**src/rtl/tcf_pkg.sv**
```systemverilog
`timescale 1ns / 1ps
// ----------------------------------------------------------------------------
// Tilt filter package
// Shared constants, register indexes and the CORDIC arctangent table.
// ----------------------------------------------------------------------------
package tcf_pkg;

  // Configuration register indexes
  localparam logic [1:0] CFG_CALIB_SAMPLES = 2'd0;
  localparam logic [1:0] CFG_STEP_MS       = 2'd1;
  localparam logic [1:0] CFG_BLEND_WEIGHT  = 2'd2;

  // CORDIC datapath widths: x/y working width, angle accumulator width (Q20 deg)
  localparam int CORDIC_W = 36;
  localparam int Z_W      = 32;
  localparam int ATAN_LEN = 24;

  // 180 degrees in Q20
  localparam logic signed [Z_W-1:0] DEG180_Q20 = 32'sd188743680;

  // Divider numerator width
  localparam int DIV_W = 42;

  // atan(2^-i) in degrees, Q20
  function automatic logic signed [Z_W-1:0] atan_q20(input logic [4:0] idx);
    logic signed [Z_W-1:0] a;
    case (idx)
      5'd0:    a = 32'sd47185920;
      5'd1:    a = 32'sd27855475;
      5'd2:    a = 32'sd14718068;
      5'd3:    a = 32'sd7471121;
      5'd4:    a = 32'sd3750058;
      5'd5:    a = 32'sd1876857;
      5'd6:    a = 32'sd938658;
      5'd7:    a = 32'sd469357;
      5'd8:    a = 32'sd234682;
      5'd9:    a = 32'sd117342;
      5'd10:   a = 32'sd58671;
      5'd11:   a = 32'sd29335;
      5'd12:   a = 32'sd14668;
      5'd13:   a = 32'sd7334;
      5'd14:   a = 32'sd3667;
      5'd15:   a = 32'sd1833;
      5'd16:   a = 32'sd917;
      5'd17:   a = 32'sd458;
      5'd18:   a = 32'sd229;
      5'd19:   a = 32'sd115;
      5'd20:   a = 32'sd57;
      5'd21:   a = 32'sd29;
      5'd22:   a = 32'sd14;
      5'd23:   a = 32'sd7;
      default: a = 32'sd0;
    endcase
    return a;
  endfunction

endpackage

```
**src/rtl/tilt_complementary_filter.sv**
```systemverilog
`timescale 1ns / 1ps
// ----------------------------------------------------------------------------
// Tilt complementary filter
// Fuses accelerometer tilt (CORDIC atan2) with integrated gyro rate into
// roll and pitch estimates in 1/128 degree.
// ----------------------------------------------------------------------------
// One beat in gives one beat out. The block handles one sample at a time and
// holds in_stall high until the sample's result is loaded into the output
// register; the next sample may be taken while that result is still waiting.
// A calibration sample adds its gyro rates to the running sums; the last one
// also runs two offset divisions. Seeding and tracking samples run, in turn
// under the sequencer, the squared-magnitude products, two passes of the
// iterative CORDIC (shorter when the residual reaches zero), the bit-serial
// square root and, for tracking, the gyro and blend products. The products
// all run on one shared 18x36 multiplier. Estimates carry ANGLE_FRAC_BITS
// fraction bits internally.
// ----------------------------------------------------------------------------
module tilt_complementary_filter #(
  parameter int CORDIC_STEPS    = 16,
  parameter int ANGLE_FRAC_BITS = 7
) (
  input  logic               clk,
  input  logic               rst,
  // configuration
  input  logic               cfg_wen,
  input  logic [1:0]         cfg_index,
  input  logic [15:0]        cfg_data,
  // sample in
  input  logic               in_valid,
  output logic               in_stall,
  input  logic signed [15:0] accel_x,
  input  logic signed [15:0] accel_y,
  input  logic signed [15:0] accel_z,
  input  logic signed [15:0] gyro_x,
  input  logic signed [15:0] gyro_y,
  // result out
  output logic               out_valid,
  input  logic               out_stall,
  output logic signed [15:0] roll_angle,
  output logic signed [15:0] pitch_angle,
  output logic               estimate_valid
);

  localparam int F     = ANGLE_FRAC_BITS;
  localparam int EST_W = F + 9;
  localparam int ACC_W = F + 10;
  localparam int INC_W = 32;
  localparam int OW    = EST_W + 9;
  localparam int LIM   = 180 << F;
  localparam int CW    = tcf_pkg::CORDIC_W;
  localparam int DW    = tcf_pkg::DIV_W;

  typedef enum logic [19:0] {
    S_IDLE       = 20'h00001,
    S_DIV_GO     = 20'h00002,
    S_DIV_WAIT   = 20'h00004,
    S_SQ_AY      = 20'h00008,
    S_SQ_AZ      = 20'h00010,
    S_SQ_SUM     = 20'h00020,
    S_ROLL_GO    = 20'h00040,
    S_ROLL_WAIT  = 20'h00080,
    S_ROOT_GO    = 20'h00100,
    S_ROOT_WAIT  = 20'h00200,
    S_PITCH_GO   = 20'h00400,
    S_PITCH_WAIT = 20'h00800,
    S_SEED       = 20'h01000,
    S_INC_R      = 20'h02000,
    S_INC_P      = 20'h04000,
    S_INC_W      = 20'h08000,
    S_BL1        = 20'h10000,
    S_BL2        = 20'h20000,
    S_BL3        = 20'h40000,
    S_DONE       = 20'h80000
  } state_t;

  typedef enum logic [1:0] {
    PH_CAL   = 2'd0,
    PH_SEED  = 2'd1,
    PH_TRACK = 2'd2
  } phase_t;

  // configuration registers
  logic [15:0] calib_samples;
  logic [9:0]  step_ms;
  logic [15:0] blend_weight;

  // filter state
  state_t                   state, state_next;
  phase_t                   phase;
  logic [15:0]              sample_counter;
  logic signed [32:0]       roll_rate_sum;
  logic signed [32:0]       pitch_rate_sum;
  logic signed [23:0]       roll_bias;
  logic signed [23:0]       pitch_bias;
  logic signed [EST_W-1:0]  roll_estimate;
  logic signed [EST_W-1:0]  pitch_estimate;
  logic                     cal_item;
  logic                     axis;

  // sample and working registers
  logic signed [15:0]       ax_r, ay_r, az_r, gx_r, gy_r;
  logic signed [53:0]       prod_r;
  logic signed [53:0]       mix_r;
  logic [31:0]              sq_r;
  logic [29:0]              mag;
  logic signed [ACC_W-1:0]  acc_roll;
  logic signed [ACC_W-1:0]  acc_pitch;
  logic signed [INC_W-1:0]  inc_roll;
  logic signed [INC_W-1:0]  inc_pitch;

  // combinational
  logic                      in_acc;
  logic                      out_free;
  logic [15:0]               calib_n;
  logic                      cnt_hit;
  logic signed [32:0]        sum_sel;
  logic signed [DW-1:0]      div_num;
  logic signed [DW-1:0]      div_q;
  logic                      div_done;
  logic                      div_start;
  logic signed [25:0]        d_roll, d_pitch;
  logic signed [INC_W-1:0]   inc_now;
  logic signed [EST_W-1:0]   est_sel;
  logic signed [INC_W-1:0]   inc_sel;
  logic signed [ACC_W-1:0]   acc_sel;
  logic [16:0]               w_inv;
  logic signed [17:0]        mul_a;
  logic signed [CW-1:0]      mul_b;
  logic signed [53:0]        prod_w;
  logic signed [54:0]        mix_sum;
  logic signed [EST_W-1:0]   blend_est;
  logic                      cordic_start;
  logic signed [CW-1:0]      cordic_y, cordic_x;
  logic signed [tcf_pkg::Z_W-1:0] cordic_z;
  logic                      cordic_done;
  logic signed [ACC_W-1:0]   acc_now;
  logic                      root_start;
  logic                      root_done;
  logic [29:0]               root;

  // saturate to +-180 degrees
  function automatic logic signed [EST_W-1:0] sat_est(input logic signed [54:0] v);
    logic signed [54:0] r;
    if (v > LIM)       r = 55'(LIM);
    else if (v < -LIM) r = -55'(LIM);
    else               r = v;
    return EST_W'(r);
  endfunction

  // rescale estimate to 1/128 degree, round half up, clamp
  function automatic logic signed [15:0] to_out(input logic signed [EST_W-1:0] e);
    logic signed [OW-1:0] v;
    v = (OW'(e) <<< 7) + OW'(1 <<< (F - 1));
    v = v >>> F;
    if (v > 23040)       v = OW'(23040);
    else if (v < -23040) v = -OW'(23040);
    return 16'(v);
  endfunction

  assign in_stall = (state != S_IDLE);
  assign in_acc   = in_valid && !in_stall;
  assign out_free = !out_valid || !out_stall;

  // calibration terms
  always_comb begin
    calib_n = (calib_samples == '0) ? 16'd1 : calib_samples;
    cnt_hit = (({1'b0, sample_counter} + 17'd1) >= {1'b0, calib_n});
    sum_sel = axis ? pitch_rate_sum : roll_rate_sum;
    div_num = (DW'(sum_sel) <<< 8)
            + DW'($signed({1'b0, calib_n[15:1]}));
  end

  // gyro increment and blend terms
  always_comb begin
    d_roll    = (26'(gx_r) <<< 8) - 26'(roll_bias);
    d_pitch   = (26'(gy_r) <<< 8) - 26'(pitch_bias);
    inc_now   = INC_W'(((prod_r <<< F) + 65536) >>> 17);
    est_sel   = axis ? pitch_estimate : roll_estimate;
    inc_sel   = axis ? inc_pitch : inc_roll;
    acc_sel   = axis ? acc_pitch : acc_roll;
    w_inv     = 17'h10000 - {1'b0, blend_weight};
    mix_sum   = (55'(mix_r) + 55'(prod_r) + 55'sd8388608) >>> 24;
    blend_est = sat_est(mix_sum);
  end

  // shared multiplier operand select
  always_comb begin
    mul_a = '0;
    mul_b = '0;
    case (state)
      S_SQ_AY: begin
        mul_a = 18'(ay_r);
        mul_b = CW'(ay_r);
      end
      S_SQ_AZ: begin
        mul_a = 18'(az_r);
        mul_b = CW'(az_r);
      end
      S_INC_R: begin
        mul_a = $signed({8'd0, step_ms});
        mul_b = CW'(d_roll);
      end
      S_INC_P: begin
        mul_a = $signed({8'd0, step_ms});
        mul_b = CW'(d_pitch);
      end
      S_BL1: begin
        mul_a = $signed({1'b0, w_inv});
        mul_b = (CW'(est_sel) <<< 8) + CW'(inc_sel);
      end
      S_BL2: begin
        mul_a = $signed({2'b0, blend_weight});
        mul_b = CW'(acc_sel) <<< 8;
      end
      default: begin
        mul_a = '0;
        mul_b = '0;
      end
    endcase
  end

  assign prod_w = mul_a * mul_b;

  // CORDIC operand select and result rounding
  always_comb begin
    cordic_start = (state == S_ROLL_GO) || (state == S_PITCH_GO);
    if (state == S_ROLL_GO) begin
      cordic_y = CW'(ay_r) <<< 14;
      cordic_x = CW'(az_r) <<< 14;
    end else begin
      cordic_y = -(CW'(ax_r) <<< 14);
      cordic_x = $signed({{(CW-30){1'b0}}, mag});
    end
    acc_now = ACC_W'((cordic_z + (1 <<< (19 - F))) >>> (20 - F));
  end

  assign div_start  = (state == S_DIV_GO);
  assign root_start = (state == S_ROOT_GO);

  tcf_div u_div (
    .clk   (clk),
    .rst   (rst),
    .start (div_start),
    .numer (div_num),
    .denom (calib_n),
    .done  (div_done),
    .quot  (div_q)
  );

  tcf_isqrt u_isqrt (
    .clk      (clk),
    .rst      (rst),
    .start    (root_start),
    .radicand ({sq_r, 28'd0}),
    .done     (root_done),
    .root     (root)
  );

  tcf_cordic #(
    .STEPS (CORDIC_STEPS)
  ) u_cordic (
    .clk   (clk),
    .rst   (rst),
    .start (cordic_start),
    .y_in  (cordic_y),
    .x_in  (cordic_x),
    .done  (cordic_done),
    .z_out (cordic_z)
  );

  // sequencer
  always_comb begin
    state_next = state;
    case (state)
      S_IDLE: begin
        if (in_acc) begin
          if (phase == PH_CAL) state_next = cnt_hit ? S_DIV_GO : S_DONE;
          else                 state_next = S_SQ_AY;
        end
      end
      S_DIV_GO:     state_next = S_DIV_WAIT;
      S_DIV_WAIT:   if (div_done) state_next = axis ? S_DONE : S_DIV_GO;
      S_SQ_AY:      state_next = S_SQ_AZ;
      S_SQ_AZ:      state_next = S_SQ_SUM;
      S_SQ_SUM:     state_next = S_ROLL_GO;
      S_ROLL_GO:    state_next = S_ROLL_WAIT;
      S_ROLL_WAIT:  if (cordic_done) state_next = S_ROOT_GO;
      S_ROOT_GO:    state_next = S_ROOT_WAIT;
      S_ROOT_WAIT:  if (root_done) state_next = S_PITCH_GO;
      S_PITCH_GO:   state_next = S_PITCH_WAIT;
      S_PITCH_WAIT: begin
        if (cordic_done) state_next = (phase == PH_SEED) ? S_SEED : S_INC_R;
      end
      S_SEED:       state_next = S_DONE;
      S_INC_R:      state_next = S_INC_P;
      S_INC_P:      state_next = S_INC_W;
      S_INC_W:      state_next = S_BL1;
      S_BL1:        state_next = S_BL2;
      S_BL2:        state_next = S_BL3;
      S_BL3:        state_next = axis ? S_DONE : S_BL1;
      S_DONE:       if (out_free) state_next = S_IDLE;
      default:      state_next = S_IDLE;
    endcase
  end

  // configuration writes
  always_ff @(posedge clk) begin
    if (rst) begin
      calib_samples <= 16'd10000;
      step_ms       <= 10'd10;
      blend_weight  <= 16'd3277;
    end else if (cfg_wen) begin
      case (cfg_index)
        tcf_pkg::CFG_CALIB_SAMPLES: calib_samples <= cfg_data;
        tcf_pkg::CFG_STEP_MS:       step_ms       <= cfg_data[9:0];
        tcf_pkg::CFG_BLEND_WEIGHT:  blend_weight  <= cfg_data;
        default: ;
      endcase
    end
  end

  // control and filter state
  always_ff @(posedge clk) begin
    if (rst) begin
      state          <= S_IDLE;
      phase          <= PH_CAL;
      sample_counter <= '0;
      roll_rate_sum  <= '0;
      pitch_rate_sum <= '0;
      roll_bias      <= '0;
      pitch_bias     <= '0;
      roll_estimate  <= '0;
      pitch_estimate <= '0;
      cal_item       <= 1'b0;
      axis           <= 1'b0;
    end else begin
      state <= state_next;
      case (state)
        S_IDLE: begin
          if (in_acc) begin
            axis     <= 1'b0;
            cal_item <= (phase == PH_CAL);
            if (phase == PH_CAL) begin
              roll_rate_sum  <= roll_rate_sum + 33'(gyro_x);
              pitch_rate_sum <= pitch_rate_sum + 33'(gyro_y);
              sample_counter <= sample_counter + 16'd1;
            end
          end
        end
        S_DIV_WAIT: begin
          if (div_done) begin
            if (axis) begin
              pitch_bias <= 24'(div_q);
              phase      <= PH_SEED;
            end else begin
              roll_bias <= 24'(div_q);
              axis      <= 1'b1;
            end
          end
        end
        S_SEED: begin
          roll_estimate  <= sat_est(55'(acc_roll));
          pitch_estimate <= sat_est(55'(acc_pitch));
          phase          <= PH_TRACK;
        end
        S_BL3: begin
          if (axis) begin
            pitch_estimate <= blend_est;
          end else begin
            roll_estimate <= blend_est;
            axis          <= 1'b1;
          end
        end
        default: ;
      endcase
    end
  end

  // sample capture and working datapath
  always_ff @(posedge clk) begin
    prod_r <= prod_w;
    if (in_acc) begin
      ax_r <= accel_x;
      ay_r <= accel_y;
      az_r <= accel_z;
      gx_r <= gyro_x;
      gy_r <= gyro_y;
    end
    case (state)
      S_SQ_AZ:      sq_r <= 32'(prod_r);
      S_SQ_SUM:     sq_r <= sq_r + 32'(prod_r);
      S_ROLL_WAIT:  if (cordic_done) acc_roll <= acc_now;
      S_ROOT_WAIT:  if (root_done) mag <= root;
      S_PITCH_WAIT: if (cordic_done) acc_pitch <= acc_now;
      S_INC_P:      inc_roll <= inc_now;
      S_INC_W:      inc_pitch <= inc_now;
      S_BL2:        mix_r <= prod_r;
      default: ;
    endcase
  end

  // output register: result beat waits here until taken
  always_ff @(posedge clk) begin
    if (rst) begin
      out_valid <= 1'b0;
    end else if (state == S_DONE && out_free) begin
      out_valid <= 1'b1;
    end else if (!out_stall) begin
      out_valid <= 1'b0;
    end
  end

  always_ff @(posedge clk) begin
    if (state == S_DONE && out_free) begin
      roll_angle     <= cal_item ? 16'sd0 : to_out(roll_estimate);
      pitch_angle    <= cal_item ? 16'sd0 : to_out(pitch_estimate);
      estimate_valid <= !cal_item;
    end
  end

endmodule

```
**src/rtl/tcf_cordic.sv**
```systemverilog
`timescale 1ns / 1ps
// ----------------------------------------------------------------------------
// Tilt filter CORDIC
// Iterative vectoring CORDIC, one micro-rotation per cycle. Returns the angle
// of (x, y) in Q20 degrees. Stops early when y reaches zero.
// ----------------------------------------------------------------------------
module tcf_cordic #(
  parameter int STEPS = 16
) (
  input  logic                                clk,
  input  logic                                rst,
  input  logic                                start,
  input  logic signed [tcf_pkg::CORDIC_W-1:0] y_in,
  input  logic signed [tcf_pkg::CORDIC_W-1:0] x_in,
  output logic                                done,
  output logic signed [tcf_pkg::Z_W-1:0]      z_out
);

  localparam int N  = (STEPS < tcf_pkg::ATAN_LEN) ? STEPS : tcf_pkg::ATAN_LEN;
  localparam int IW = $clog2(N + 1);

  logic                                busy;
  logic signed [tcf_pkg::CORDIC_W-1:0] x_r;
  logic signed [tcf_pkg::CORDIC_W-1:0] y_r;
  logic signed [tcf_pkg::Z_W-1:0]      z_r;
  logic [IW-1:0]                       i_r;
  logic signed [tcf_pkg::CORDIC_W-1:0] xs;
  logic signed [tcf_pkg::CORDIC_W-1:0] ys;
  logic signed [tcf_pkg::Z_W-1:0]      atan;
  logic                                stop;

  // shifted terms and table lookup for the current step
  always_comb begin
    xs   = x_r >>> i_r;
    ys   = y_r >>> i_r;
    atan = tcf_pkg::atan_q20(5'(i_r));
    stop = (i_r == IW'(N)) || (y_r == '0);
  end

  assign z_out = z_r;

  // control
  always_ff @(posedge clk) begin
    if (rst) begin
      busy <= 1'b0;
      done <= 1'b0;
    end else begin
      done <= 1'b0;
      if (start) begin
        busy <= 1'b1;
      end else if (busy && stop) begin
        busy <= 1'b0;
        done <= 1'b1;
      end
    end
  end

  // rotation datapath; left half-plane folded by +-180 first
  always_ff @(posedge clk) begin
    if (start) begin
      i_r <= '0;
      if (x_in < 0) begin
        z_r <= (y_in >= 0) ? tcf_pkg::DEG180_Q20 : -tcf_pkg::DEG180_Q20;
        x_r <= -x_in;
        y_r <= -y_in;
      end else begin
        z_r <= '0;
        x_r <= x_in;
        y_r <= y_in;
      end
    end else if (busy && !stop) begin
      i_r <= i_r + 1'b1;
      if (y_r > 0) begin
        x_r <= x_r + ys;
        y_r <= y_r - xs;
        z_r <= z_r + atan;
      end else begin
        x_r <= x_r - ys;
        y_r <= y_r + xs;
        z_r <= z_r - atan;
      end
    end
  end

endmodule

```
**src/rtl/tcf_isqrt.sv**
```systemverilog
`timescale 1ns / 1ps
// ----------------------------------------------------------------------------
// Tilt filter square root
// Bit-serial floor integer square root of a 60-bit radicand, one result bit
// per cycle.
// ----------------------------------------------------------------------------
module tcf_isqrt (
  input  logic        clk,
  input  logic        rst,
  input  logic        start,
  input  logic [59:0] radicand,
  output logic        done,
  output logic [29:0] root
);

  logic        busy;
  logic [59:0] v_r;
  logic [59:0] r_r;
  logic [59:0] bit_r;
  logic [59:0] trial;
  logic        ge;

  // trial subtract
  always_comb begin
    trial = r_r + bit_r;
    ge    = (v_r >= trial);
  end

  assign root = r_r[29:0];

  // control
  always_ff @(posedge clk) begin
    if (rst) begin
      busy <= 1'b0;
      done <= 1'b0;
    end else begin
      done <= 1'b0;
      if (start) begin
        busy <= 1'b1;
      end else if (busy && bit_r[0]) begin
        busy <= 1'b0;
        done <= 1'b1;
      end
    end
  end

  // root/remainder datapath
  always_ff @(posedge clk) begin
    if (start) begin
      v_r   <= radicand;
      r_r   <= '0;
      bit_r <= 60'd1 << 58;
    end else if (busy) begin
      if (ge) begin
        v_r <= v_r - trial;
        r_r <= (r_r >> 1) + bit_r;
      end else begin
        r_r <= r_r >> 1;
      end
      bit_r <= bit_r >> 2;
    end
  end

endmodule

```
**src/rtl/tcf_div.sv**
```systemverilog
`timescale 1ns / 1ps
// ----------------------------------------------------------------------------
// Tilt filter divider
// Restoring divider, one quotient bit per cycle. Signed numerator, unsigned
// nonzero divisor, quotient rounded toward minus infinity.
// ----------------------------------------------------------------------------
module tcf_div (
  input  logic                             clk,
  input  logic                             rst,
  input  logic                             start,
  input  logic signed [tcf_pkg::DIV_W-1:0] numer,
  input  logic [15:0]                      denom,
  output logic                             done,
  output logic signed [tcf_pkg::DIV_W-1:0] quot
);

  logic                      busy;
  logic [tcf_pkg::DIV_W-1:0] q_r;
  logic [15:0]               rem_r;
  logic [15:0]               d_r;
  logic                      neg_r;
  logic [5:0]                cnt_r;
  logic [16:0]               rem_sh;
  logic                      ge;
  logic                      rem_nz;

  // one restoring step
  always_comb begin
    rem_sh = {rem_r, q_r[tcf_pkg::DIV_W-1]};
    ge     = (rem_sh >= {1'b0, d_r});
    rem_nz = (rem_r != '0);
    quot   = neg_r ? (-$signed(q_r) - $signed({{(tcf_pkg::DIV_W-1){1'b0}}, rem_nz}))
                   : $signed(q_r);
  end

  // control
  always_ff @(posedge clk) begin
    if (rst) begin
      busy <= 1'b0;
      done <= 1'b0;
    end else begin
      done <= 1'b0;
      if (start) begin
        busy <= 1'b1;
      end else if (busy && cnt_r == 6'd1) begin
        busy <= 1'b0;
        done <= 1'b1;
      end
    end
  end

  // magnitude division
  always_ff @(posedge clk) begin
    if (start) begin
      neg_r <= (numer < 0);
      q_r   <= (numer < 0) ? -numer : numer;
      rem_r <= '0;
      d_r   <= denom;
      cnt_r <= 6'(tcf_pkg::DIV_W);
    end else if (busy) begin
      rem_r <= ge ? 16'(rem_sh - {1'b0, d_r}) : rem_sh[15:0];
      q_r   <= {q_r[tcf_pkg::DIV_W-2:0], ge};
      cnt_r <= cnt_r - 6'd1;
    end
  end

endmodule
```
**config.mk**
```make
export PLATFORM = sky130hd
export DESIGN_NAME = tilt_complementary_filter
export DESIGN_NICKNAME = d
export VERILOG_FILES = /design/src/rtl/tcf_pkg.sv /design/src/rtl/tilt_complementary_filter.sv /design/src/rtl/tcf_cordic.sv /design/src/rtl/tcf_isqrt.sv /design/src/rtl/tcf_div.sv
export SDC_FILE = /design/constraint.sdc
export NUM_CORES = 2
export LEC_CHECK = 0
export ABC_AREA = 1
export BUFFER_PORTS_ARGS = -buffer_cell sky130_fd_sc_hd__buf_2
export CAP_MARGIN = 20
export CORE_MARGIN = 3
export CORE_UTILIZATION = 48
export DETAILED_ROUTE_END_ITERATION = 6
export GPL_TIMING_DRIVEN = 0
export SLEW_MARGIN = 20
export SYNTH_ARGS = -nofsm -noshare
export SYNTH_HDL_FRONTEND = slang
export SYNTH_SLANG_ARGS = --single-unit
```
**constraint.sdc**
```tcl
create_clock -name clk -period 11.6 [get_ports clk]
set_clock_uncertainty 0.15 [all_clocks]
set_input_delay 1.16 -clock clk [delete_from_list [all_inputs] [get_ports clk]]
set_output_delay 1.16 -clock clk [all_outputs]
set_load 0.005 [all_outputs]
```
Word-level counts from Yosys, hierarchy flattened
Memory sizes are Yosys's and may differ from the RTL's. A register that Yosys moved wholly into a read port is not among the register bits.
Cells that the tools add are included.
{"block": "totals", "out_inout_bits": 35, "word_cells": 278, "n_memories": 1, "in_bits": 103, "rom_bits": 832, "regBits": 956}
{"name": "(name not given)", "words": 32, "width": 26, "read_ports": 1, "rd_ports_with_merged_regs": 1, "wr": 0, "line_no": "tcf_pkg.sv:27", "source": "case (idx)"}
{"block": "classes", "add_sub_neg": 34, "n_reduce_logical": 55, "magnitude_cmp": 17, "shifts": 2, "muxes": 77, "bitwise_logic": 1, "n_eq_ne": 36, "mul": 1}
{"op": "20-bit case mux with 20 select lines", "count": 1}
{"op": "36-bit 2-to-1 mux", "count": 10}
{"op": "60-bit 2-to-1 mux", "count": 4}
{"op": "36-bit case mux with 6 select lines", "count": 1}
{"op": "16-bit 2-to-1 mux", "count": 13}
{"op": "20-bit 2-to-1 mux", "count": 10}
{"op": "32-bit 2-to-1 mux", "count": 6}
{"op": "42-bit 2-to-1 mux", "count": 3}
{"op": "18-bit case mux with 5 select lines", "count": 1}
{"op": "36-bit adder", "count": 2}
{"op": "36-bit negator", "count": 2}
{"op": "36-bit by 5-bit >>> shifter with 36-bit output", "count": 2}
{"op": "36-bit subtractor", "count": 2}
{"op": "17-bit by 16-bit greater-than comparator with 1-bit output (second input constant)", "count": 4}
{"op": "17-bit by 16-bit < comparator with 1-bit output (second input constant)", "count": 4}
{"op": "33-bit by 16-bit adder with 33-bit output", "count": 2}
{"op": "32-bit adder", "count": 2}
{"op": "16-bit case mux with 2 select lines", "count": 2}
{"op": "32-bit case mux with 2 select lines", "count": 1}
{"op": "59-bit by 59-bit adder with 60-bit output", "count": 1}
{"op": "60-bit by 59-bit adder with 60-bit output", "count": 1}
{"op": "60-bit greater-or-equal comparator", "count": 1}
{"op": "60-bit subtractor", "count": 1}
{"op": "54-bit by 54-bit adder with 55-bit output", "count": 1}
{"op": "78 further kinds", "count": 146}

Logic depth before layout (Yosys ltp)
{"block": "logic_depth", "depth_word": 7, "mapped_depth": 53, "depth_no_buf": 47}

Cells and area by module
A second synthesis with hierarchy kept.
{"block": "hier_totals", "cells_unflattened": 15882, "area_unflattened_um2": 107709.6}
{"mod": "tilt_complementary_filter", "seq_area_each_um2": 15484.9, "area_per_inst_um2": 60540.6, "n_inst": 1, "cells_per_inst": 7827}
{"mod": "tcf_cordic", "seq_area_each_um2": 3783.6, "area_per_inst_um2": 19476.2, "n_inst": 1, "cells_per_inst": 3267}
{"mod": "tcf_isqrt", "seq_area_each_um2": 3643.5, "area_per_inst_um2": 18335.1, "n_inst": 1, "cells_per_inst": 3243}
{"mod": "tcf_div", "seq_area_each_um2": 2252.2, "area_per_inst_um2": 9357.7, "n_inst": 1, "cells_per_inst": 1545}

Least setup slack after synthesis
OpenSTA, ideal clock, no wires.
{"block": "synth_path", "path_kind": "register -> register", "start": "register axis", "end": "register prod_r[50]", "setup_time_ps": 72, "path_buffers": 7, "t_required_ps": 11378, "path_stages_with_launch": 39, "path_slack_ps": 2580, "period_less_slack_ps": 9020, "t_arrival_ps": 8799, "cell_sequence": "dfxtp_1 buf_6 buf_6 buf_6 buf_2 buf_1 clkbuf_1 o21ai_0 ha_1 nand2_1 nor4_1 nand4_1 nand3_1 nand3_1 nand2_1 a21boi_0 inv_1 nand2_1 [... 3 more ...] buf_2 nor2_1 fa_1 fa_1 ha_1 inv_1 fa_1 fa_1 fa_1 inv_1 ha_1 nand2_1 nor2_1 nand2_1 nor4_1 nand3_1 o2111ai_1 xor2_1"}
{"block": "synth_via", "elab_chain_cells": 4, "elab_cells_between_ends": 6, "classes_between": "1 x add/sub; 1 x mul; 4 x mux"}
{"element": "from (decl)", "line_no": "tilt_complementary_filter.sv:98", "source": "logic axis;"}
{"element": "from (signal assigned)", "line_no": "tilt_complementary_filter.sv:335", "source": "axis <= 1'b0;"}
{"element": "from (signal assigned)", "line_no": "tilt_complementary_filter.sv:341", "source": "axis <= 1'b0;"}
{"element": "from (signal assigned)", "line_no": "tilt_complementary_filter.sv:357", "source": "axis <= 1'b1;"}
{"element": "32-bit 2-to-1 mux / 16-bit 2-to-1 mux (equally long branches)", "line_no": "tilt_complementary_filter.sv:179, tilt_complementary_filter.sv:178"}
{"element": "24-bit by 32-bit adder with 33-bit output", "line_no": "tilt_complementary_filter.sv:209", "source": "mul_b = (CW'(est_sel) <<< 8) + CW'(inc_sel);"}
{"element": "36-bit case mux with 6 select lines (*)", "line_no": "tilt_complementary_filter.sv:190", "source": "case (state)"}
{"element": "18-bit by 36-bit multiplier with 54-bit output (*)", "line_no": "tilt_complementary_filter.sv:222", "source": "assign prod_w = mul_a * mul_b;"}
{"element": "via prod_w[50]", "line_no": "tilt_complementary_filter.sv:129", "source": "logic signed [53:0] prod_w;"}
{"element": "to (signal assigned)", "line_no": "tilt_complementary_filter.sv:381", "source": "prod_r <= prod_w;"}
{"element": "to (decl)", "line_no": "tilt_complementary_filter.sv:102", "source": "logic signed [53:0] prod_r;"}
The timed path passes the listed nets; every way through them passes the cells marked *.
A chain may end at the register's enable or synchronous reset.

Worst setup path after layout
{"block": "layout_path", "start": "register axis", "end": "register prod_r[48]"}
The elaborated chain is that of the path after synthesis.

==> qor.txt <==
status: finished clean
drt wl/cell: 22.73 um
Worst Setup Slack, final: 0.4650 ns
post-synthesis sequential area ratio: 0.2502
Hold Path Sink: mix_r[53]
Reg2Reg Setup Slack: 0.47 ns
FF+latch count, synth: 980
total grt overflow: 0
Area growth, synth to finish: 9.152%
clock buffer count from CTS: 117
fraction of registers with async set/reset: 0
CP Buf/Inv Count: 12
I/O pins: 138
family with the most delay on the worst path: adder cells
endpoints failing setup: 0
# nets final: 15.64k
Setup WS pre-CTS: -1.481 ns
DR iter-0 viols: 10.30k
CTS H-tree lvls: 3
dominant cell type by area after synthesis: edfxtp_1
Final ANT Viol Nets: 0
fin crit period: 11.13 ns
Core ar.: 0.2050 mm^2
fin. max-slew vios: 0
Die H: 460.6 um
synthesized cell area: 0.09920 mm^2
Commonest cells post-synth: nand2_1, inv_1, nor2_1
setup TNS: 0 ns
ratio of cells with drive above 1 in the final layout: 0.05292
crit start category: flip-flop
Slew @ Worst Pin: 1.294 ns
worst min path class: reg2reg
1st-pass router iterations: 6
type of the worst setup path: reg2reg
# port buffers: 136
wire length of the first global-routing pass: 574.5 mm
top-count cell post-synth: nand2_1
switch share: 0.3802
EDFF count, synth: 520
root buffer cell: clkbuf_16
combinational share of power: 0.319
largest net degree at the start of global routing: 64
Syn Area/Cell: 7.118 um^2
CTS Hold Buffers Added: 0
Reg power frac: 0.354
Min Hold Slack: 0.2828 ns
most frequent CP cell: nand2_1
Synth Flop Type: edfxtp_1
R2R Path Start: axis
RSZ-0062 raised after global routing: no
row cnt: 166
Crit Path Max Fanout: 19
Worst-Skew Late Latency: 0.80 ns
CTS Sinks: 980
Initial Utilization: 0.4839
hold_sp: prod_r[53]
Reg-to-Reg End: prod_r[48]
Critical Path Slowest Stage Cell: o21ai_0
Area contributors post-synth: edfxtp_1, nand2_1, fa_1, dfxtp_1, inv_1
Clock Power Share: 0.327
PwrDens: 113.3 mW/mm^2
final core utilization: 0.5282
Post-DP HPWL: 320.4 mm
crit-path max cell delay: 0.75 ns
final hold viol count: 0
P_int: 0.007601 W
Via Count: 97.49k
fmax: 89.81 MHz
via density per instance: 5.717
R2R depth: 43
Psw: 0.004662 W
WL final: 387.6 mm
Worst Setup End Kind: flip-flop
Synth top area share: 0.1574
Die ar.: 0.2122 mm^2
Slew HR: 0.1375
Unique masters post-synth: 88
TritonCTS clock tree: built
Die W: 460.6 um
Cells after Synth: 13.94k
yosys synthesis warning count: 0
VDD IR-drop max: 153.4 uV
vias in the first global route: 92.16k
Total GRT Usage: 0.3575
CP arrival: 11.66 ns
final worst-path cycle share: 0.9599
max cap viols: 0
Remaining DRCs: 0
initial antenna violation count: 13
Worst Hold Path Cells: 0
Placer Congestion: 1.097
Static Leakage: 51.83 nW
Worst-path clk slew: 0.06 ns
Worst EP required: 12.12 ns
Clock Tree Buf Depth: 3
power by group through the flow:
stage | clock [W] | combinational [W] | sequential (W)
after floorplan | 0 | 0.00278 | 0.00427
after global placement | 0 | 0.00372 | 0.00443
after detailed placement | 0 | 0.00381 | 0.00440
after CTS | 0.00407 | 0.00384 | 0.00433
after global routing | 0.00419 | 0.00434 | 0.00437
final | 0.00401 | 0.00391 | 0.00434
how the worst max path moves through the flow:
stage | cells past startpoint | startpoint | end | slack (ns)
floorplan | 38 | axis | prod_r[50] | 2.58
detailed placement | 44 | axis | prod_r[47] | -1.48
global route | 42 | axis | prod_r[50] | 0.09
global placement | 43 | axis | prod_r[47] | -1.32
finish | 43 | axis | prod_r[48] | 0.47
CTS | 43 | axis | prod_r[50] | 0.05
kinds of logic after synthesis:
group	after synthesis	share of synthesized area
flops	980	0.2502
buf+inv	2853	0.1110
simple gates	5472	0.2256
xor+xnor	543	0.04824
mux	17	0.001715
fa+ha+maj	1284	0.2067
compound gates	2787	0.1565
other cells	1	0.00003780
layout make-up:
type	instances	area, um^2
Clock inverter	83	972.2
Timing Repair Buffer	185	1231
Clock buffer	141	3213
Sequential cell	980	24820
Buffer	384	1774
Multi-Input combinational cell	10120	63630
Antenna cell	4	10.01
Inverter	2468	9268
Tap cell	2688	3363
Fill cell	20380	96720
stage by stage:
step / cell area [um^2] / std cells / power [W]
floorplan: 99260 / 13950 / 0.007051
global placement: 103300 / 16780 / 0.008146
detailed placement: 103800 / 16800 / 0.008214
CTS: 108100 / 17040 / 0.01225
global route: 108300 / 17050 / 0.01291
finish: 108300 / 17050 / 0.01226
layer usage:
| layer | up-vias | track usage | share of wire |
|---|---|---|---|
| met5 | - | 0 | 0.00019 |
| met1 | 46690 | 0.5084 | 0.44 |
| met4 | 12 | 0.1463 | 0.047 |
| met2 | 4325 | 0.5359 | 0.42 |
| li1 | 45780 | - | - |
| met3 | 684 | 0.06243 | 0.092 |
worst reg2reg max path, delay by kind of cell, from the launching register on:
kind                     cells  cell delay [ns]
AO/OA/AOI/OAI                8             2.19
XOR/XNOR                     1             0.23
adder cells (fa/ha/maj)      8             3.93
buffers and inverters       12             2.34
flip-flops                   1             0.53
AND/OR/NAND/NOR             14             1.67
timing repair:
action,in CTS,in global routing
resized for setup,16,19
buffers inserted,10,10
endpoints found under the setup margin,36,22
pin swaps,4,3
hold endpoints to repair,0,0
layout by cell type (no fill, tap or decap), drive strengths merged, types with 17 or more instances in the layout:
| cell type | count |
|---|---|
| xnor2 | 214 |
| or2 | 44 |
| nand3 | 535 |
| o22ai | 25 |
| nor4 | 69 |
| nand3b | 22 |
| inv | 2474 |
| nand2 | 3351 |
| dfxtp | 460 |
| a211oi | 31 |
| conb | 17 |
| o31ai | 21 |
| nor2 | 1149 |
| a22oi | 30 |
| a31oi | 88 |
| o21bai | 50 |
| o21a | 61 |
| a221oi | 17 |
| nand4 | 134 |
| ha | 693 |
| xor2 | 329 |
| a21o | 36 |
| buf | 367 |
| clkinv | 52 |
| a21oi | 1041 |
| clkbuf | 343 |
| fa | 591 |
| o21ai | 1170 |
| edfxtp | 520 |
| mux2i | 17 |
| nor3 | 137 |
| o221ai | 25 |
| o211ai | 123 |
| a21boi | 27 |
registers in the layout, summed over array words and instances (netlist names), 20 cells and up:
| signal | cells |
|---|---|
| u_isqrt.r_r | 60 |
| u_isqrt.v_r | 60 |
| mix_r | 54 |
| prod_r | 54 |
| u_div.q_r | 42 |
| u_cordic.x_r | 36 |
| u_cordic.y_r | 36 |
| pitch_rate_sum | 33 |
| roll_rate_sum | 33 |
| inc_pitch | 32 |
| inc_roll | 32 |
| sq_r | 32 |
| mag | 30 |
| u_cordic.z_out | 30 |
| u_isqrt.bit_r | 30 |
| u_cordic.atan | 26 |
| pitch_bias | 24 |
| roll_bias | 24 |
| state | 20 |
No activity file was read; power rests on OpenSTA's default activity.
